$ cat config.mk
export PLATFORM = sky130hd
export DESIGN_NAME = lob_front
export DESIGN_NICKNAME = d
export VERILOG_FILES = /design/src/sv/lob_pkg.sv /design/src/sv/lob_front.sv
export SDC_FILE = /design/constraint.sdc
export NUM_CORES = 1
export LEC_CHECK = 0
export ABC_AREA = 1
export BUFFER_PORTS_ARGS = -buffer_cell sky130_fd_sc_hd__buf_2
export CAP_MARGIN = 20
export CORE_MARGIN = 2
export CORE_UTILIZATION = 52
export DETAILED_ROUTE_END_ITERATION = 12
export PLACE_DENSITY = 0.79
export SYNTH_ARGS = -nofsm -noshare
export SYNTH_HDL_FRONTEND = slang
export SYNTH_SLANG_ARGS = --single-unit
$ cat constraint.sdc
create_clock -name clk -period 6.15 [get_ports clk]
set_input_delay 0.615 -clock clk [delete_from_list [all_inputs] [get_ports clk]]
set_output_delay 0.615 -clock clk [all_outputs]
set_load 0.03 [all_outputs]
$ cat src/sv/lob_pkg.sv
// Package for the limit order book core: opcodes, status codes, request word type.
// No dependencies.
`default_nettype none
package lob_pkg;
  localparam int unsigned OrderSlotsDefault = 256;
  localparam int unsigned ReqQueueDepth = 2;

  typedef enum logic [1:0] {
    OP_ADD    = 2'd0,
    OP_CANCEL = 2'd1,
    OP_MODIFY = 2'd2,
    OP_LOOKUP = 2'd3
  } opcode_t;

  typedef enum logic [1:0] {
    ST_OK        = 2'd0,
    ST_NOT_FOUND = 2'd1,
    ST_FULL      = 2'd2,
    ST_DUP       = 2'd3
  } status_t;

  typedef struct packed {
    logic [1:0]  opcode;
    logic [31:0] order_ident;
    logic        is_buy;
    logic [31:0] limit_price;
    logic [31:0] quantity;
  } req_t;

  typedef enum logic [2:0] {
    BK_IDLE,
    BK_FIND,
    BK_APPLY,
    BK_SCAN,
    BK_OUT
  } bk_state_t;
endpackage
`default_nettype wire

$ cat src/sv/lob_front.sv
// Front part of the order book: accepts request words into a small queue.
// Depends on lob_pkg.
`default_nettype none
module lob_front
  import lob_pkg::*;
(
  input  wire logic        clk,
  input  wire logic        rst,
  input  wire logic        valid,
  output logic             stall,
  input  wire logic [1:0]  opcode,
  input  wire logic [31:0] order_ident,
  input  wire logic        is_buy,
  input  wire logic [31:0] limit_price,
  input  wire logic [31:0] quantity,
  output logic             req_valid,
  input  wire logic        req_take,
  output req_t             req
);
  localparam int unsigned AW = $clog2(ReqQueueDepth);
  req_t          q [ReqQueueDepth];
  logic [AW-1:0] wptr;
  logic [AW-1:0] rptr;
  logic [AW:0]   count;
  logic          push;
  logic          pop;

  assign stall     = (count == (AW+1)'(ReqQueueDepth));
  assign push      = valid && !stall;
  assign req_valid = (count != '0);
  assign pop       = req_valid && req_take;
  assign req       = q[rptr];

  always_ff @(posedge clk) begin
    if (push) begin
      q[wptr] <= '{opcode, order_ident, is_buy, limit_price, quantity};
    end
    if (rst) begin
      wptr  <= '0;
      rptr  <= '0;
      count <= '0;
    end else begin
      if (push) wptr <= wptr + AW'(1);
      if (pop) rptr <= rptr + AW'(1);
      count <= count + (AW+1)'(push) - (AW+1)'(pop);
    end
  end
endmodule
`default_nettype wire

==> key figures <==
STA
  – Clock period minus worst slack: 3.19 ns
  – Final setup violation count: 0
  – Tightest Pin Transition: 0.874 ns
  – Max Clk Rate: 0.314 GHz
  – Sum of negative setup slack: 0 ns
  – Min Hold Slack: 0.305 ns
  – RSZ-0062 raised after global routing: false
  – Worst-case clock skew: 0.0106 ns
  – Worst slew margin relative to its limit: 0.417
  – Slew Viols, Final: 0
  – Final hold vios: 0
  – Share of the clock period used by the worst path after layout: 0.518

Setup path
  – Kind of critical path: reg -> out
  – CP max FO: 62
  – CP Data Required Time: 5.53 ns
  – Nature of the critical path startpoint: flop
  – Crit path arrival time: 2.57 ns
  – Slowest CP cell: sky130_fd_sc_hd__buf_4
  – Setup crit end kind: primary output
  – Critical path cell sequence: buf_4 -> mux2_2 -> buf_2
  – Maximum single-stage delay on the critical path: 0.73 ns

Status
  – Run status: finished, final reports clean

Run
  – Max-capacitance violation count: 0

CTS
  – TritonCTS clock tree: built
  – Root buffer cell: sky130_fd_sc_hd__clkbuf_16
  – Clock sink total: 203
  – Hold-fix buffers, CTS: 0
  – Clk Latency, worst-skew pair: 0.48 ns
  – H-tree levels: 1
  – Setup repair bufs after CTS: 0
  – CTS clk-pin slew, worst paths: 0.06 ns
  – CTS Buffer Depth: 3
  – Number of cells upsized or downsized after cts: 0
  – Number of buffers inserted during clock tree synthesis: 20

Floorplan
  – DIE HEIGHT: 123 um
  – Number of placement rows: 43
  – Core footprint: 0.0139 mm2
  – Total Die Area: 0.0152 mm2
  – Starting density of the core: 0.533
  – IO Count: 204
  – Die X: 123 um

Routing
  – Remaining antenna violation count: 0
  – Via Count: 3,877
  – Total Routed Length: 13,200 um
  – Drt first pass iters: 4
  – Avg Vias per Cell: 5.11
  – Residual DRC: 0
  – Wire length per cell: 17.4 um
  – DRT iter0 DRCs: 164

Global route
  – Overall Global Routing Usage: 0.167
  – Vias in the first global route: 3,980
  – First-pass GRT wire length: 19,500 um
  – Initial antenna violation count: 0
  – Maximum number of pins on one net before global-route repair: 63
  – Grt total ovfl: 0

Synthesis
  – Yosys top cell by area: sky130_fd_sc_hd__edfxtp_1
  – Seq/Total Area, Yosys: 0.814
  – Biggest area contributors in the synthesized netlist: sky130_fd_sc_hd__edfxtp_1, sky130_fd_sc_hd__mux2_2, sky130_fd_sc_hd__mux2_4
  – Leading post-synthesis cells by instance count: sky130_fd_sc_hd__edfxtp_1, sky130_fd_sc_hd__mux2_2, sky130_fd_sc_hd__inv_1, sky130_fd_sc_hd__mux2_4, sky130_fd_sc_hd__nor2_1
  – Most numerous cell in the Yosys netlist: sky130_fd_sc_hd__edfxtp_1
  – Library cells used by synthesis: 12
  – Number of synthesis warnings: 0
  – Mean area per synthesized cell: 21.4 um2
  – Area fraction of the dominant cell type after synthesis: 0.801
  – Net count after synthesis: 452
  – Number of flops mapped to enable cells by yosys: 198
  – Primary flip-flop cell chosen by synthesis mapping: sky130_fd_sc_hd__edfxtp_1
  – Number of flip-flops and latches in the synthesized netlist: 203
  – Netlist Area Pre-Place: 0.00742 mm2
  – Synth async-reset ratio: 0
  – Syn Inst Count: 347

Final layout
  – Nets: 670
  – Diode insertion count for antenna repair: 0
  – Share of post-route cells with drive strength above 1: 0.587
  – Area grow syn2layout: 25.4%

Hold path
  – Worst min path class: in -> reg

Placed design
  – PortBufs: 203
  – Gpl congestion: 0.732
  – DPL Wire Length: 8530 um

Pwr
  – Static power due to leakage: 0.00355 uW
  – VDD IR max: 0.233 mV
  – Total net switching power: 1310 uW
  – Power Dens Cells: 453 mW/mm2
  – Logic gate share of total power: 0.273
  – Net Sw Frac: 0.311
  – Cell-internal power: 2900 uW
  – Share of power burned in the clock network: 0.292
  – Proportion of power drawn by flip-flops and latches: 0.435
cells in the final DEF, fill, tap and decap left out:
master and n:
sky130_fd_sc_hd__edfxtp_1 198, sky130_fd_sc_hd__nor2_4 1, sky130_fd_sc_hd__mux2_4 10, sky130_fd_sc_hd__clkinvlp_4 1
sky130_fd_sc_hd__mux2_2 89, sky130_fd_sc_hd__a21oi_1 2, sky130_fd_sc_hd__dfxtp_1 4, sky130_fd_sc_hd__dfxtp_4 1
sky130_fd_sc_hd__clkbuf_16 21, sky130_fd_sc_hd__buf_2 203, sky130_fd_sc_hd__nand2_1 8, sky130_fd_sc_hd__nand3_1 3
sky130_fd_sc_hd__clkinv_2 6, sky130_fd_sc_hd__inv_1 9, sky130_fd_sc_hd__clkinv_1 3, sky130_fd_sc_hd__ha_1 2
sky130_fd_sc_hd__clkbuf_1 2, sky130_fd_sc_hd__nor2_1 8, sky130_fd_sc_hd__inv_4 1, sky130_fd_sc_hd__bufinv_16 3
sky130_fd_sc_hd__buf_4 4
per-layer routing:
metal  GRT usage  vias up  wire length, um
met4      0.0462        0              209
met3      0.0540       17             1150
met1       0.203     1904             5090
li1            -     1797                -
met5           0        -                0
met2       0.288      159             6750
logic make-up after synthesis:
family	after synthesis	synth area share
adders and majority gates	2	0.00337
AOI/OAI and AO/OA	2	0.00135
and+or+nand+nor	20	0.0106
muxes	99	0.155
DFF	203	0.814
buffers and inverters	21	0.0150
power groups by stage:
stage / Combinational [uW] / Clock, uW / Sequential [uW]
floorplan: 887 / 0 / 1840
global placement: 1150 / 0 / 1850
detailed placement: 1160 / 0 / 1860
CTS: 1170 / 1260 / 1830
global route: 1230 / 1310 / 1850
finish: 1150 / 1230 / 1830
flip-flops by register name (all words and copies together) (netlist names), named ones only:
signal / cells
wptr: 1
rptr: 1
q: 198
count: 2
final timing paths:
path,from,end,slack [ns],cells after the start
min,rst,count[0],0.30,2
max reg2reg,count[0],q[1][76],3.87,5
min reg2reg,rptr,rptr,0.51,2
max,flop,req[65],2.96,3
final cells by class:
type,count,area [um2]
inverter,10,40.0
multi-input combinational,123,1270
timing repair buffer,207,1050
fill,944,4630
clock buffer,23,533
tap,180,225
sequential,203,6050
clock inverter,13,139
through the flow:
stage	total power [uW]	utilization	worst slack, ns	std cells	instance area (um2)
2_1_floorplan	2730	-	0.788	347	7420
3_3_place_gp	3000	0.620	3.45	723	8630
3_5_place_dp	3030	0.620	3.42	723	8630
4_1_cts	4260	0.668	2.91	759	9310
5_1_grt	4390	0.668	2.80	759	9310
6_report	4210	0.668	2.96	759	9310
critical path: cells and delay by family (launching register included):
| family | cells | cell delay (ns) |
|---|---|---|
| flops | 1 | 0.67 |
| buf+inv | 2 | 0.91 |
| mux | 1 | 0.42 |
No activity file was read; power rests on OpenSTA's default activity.
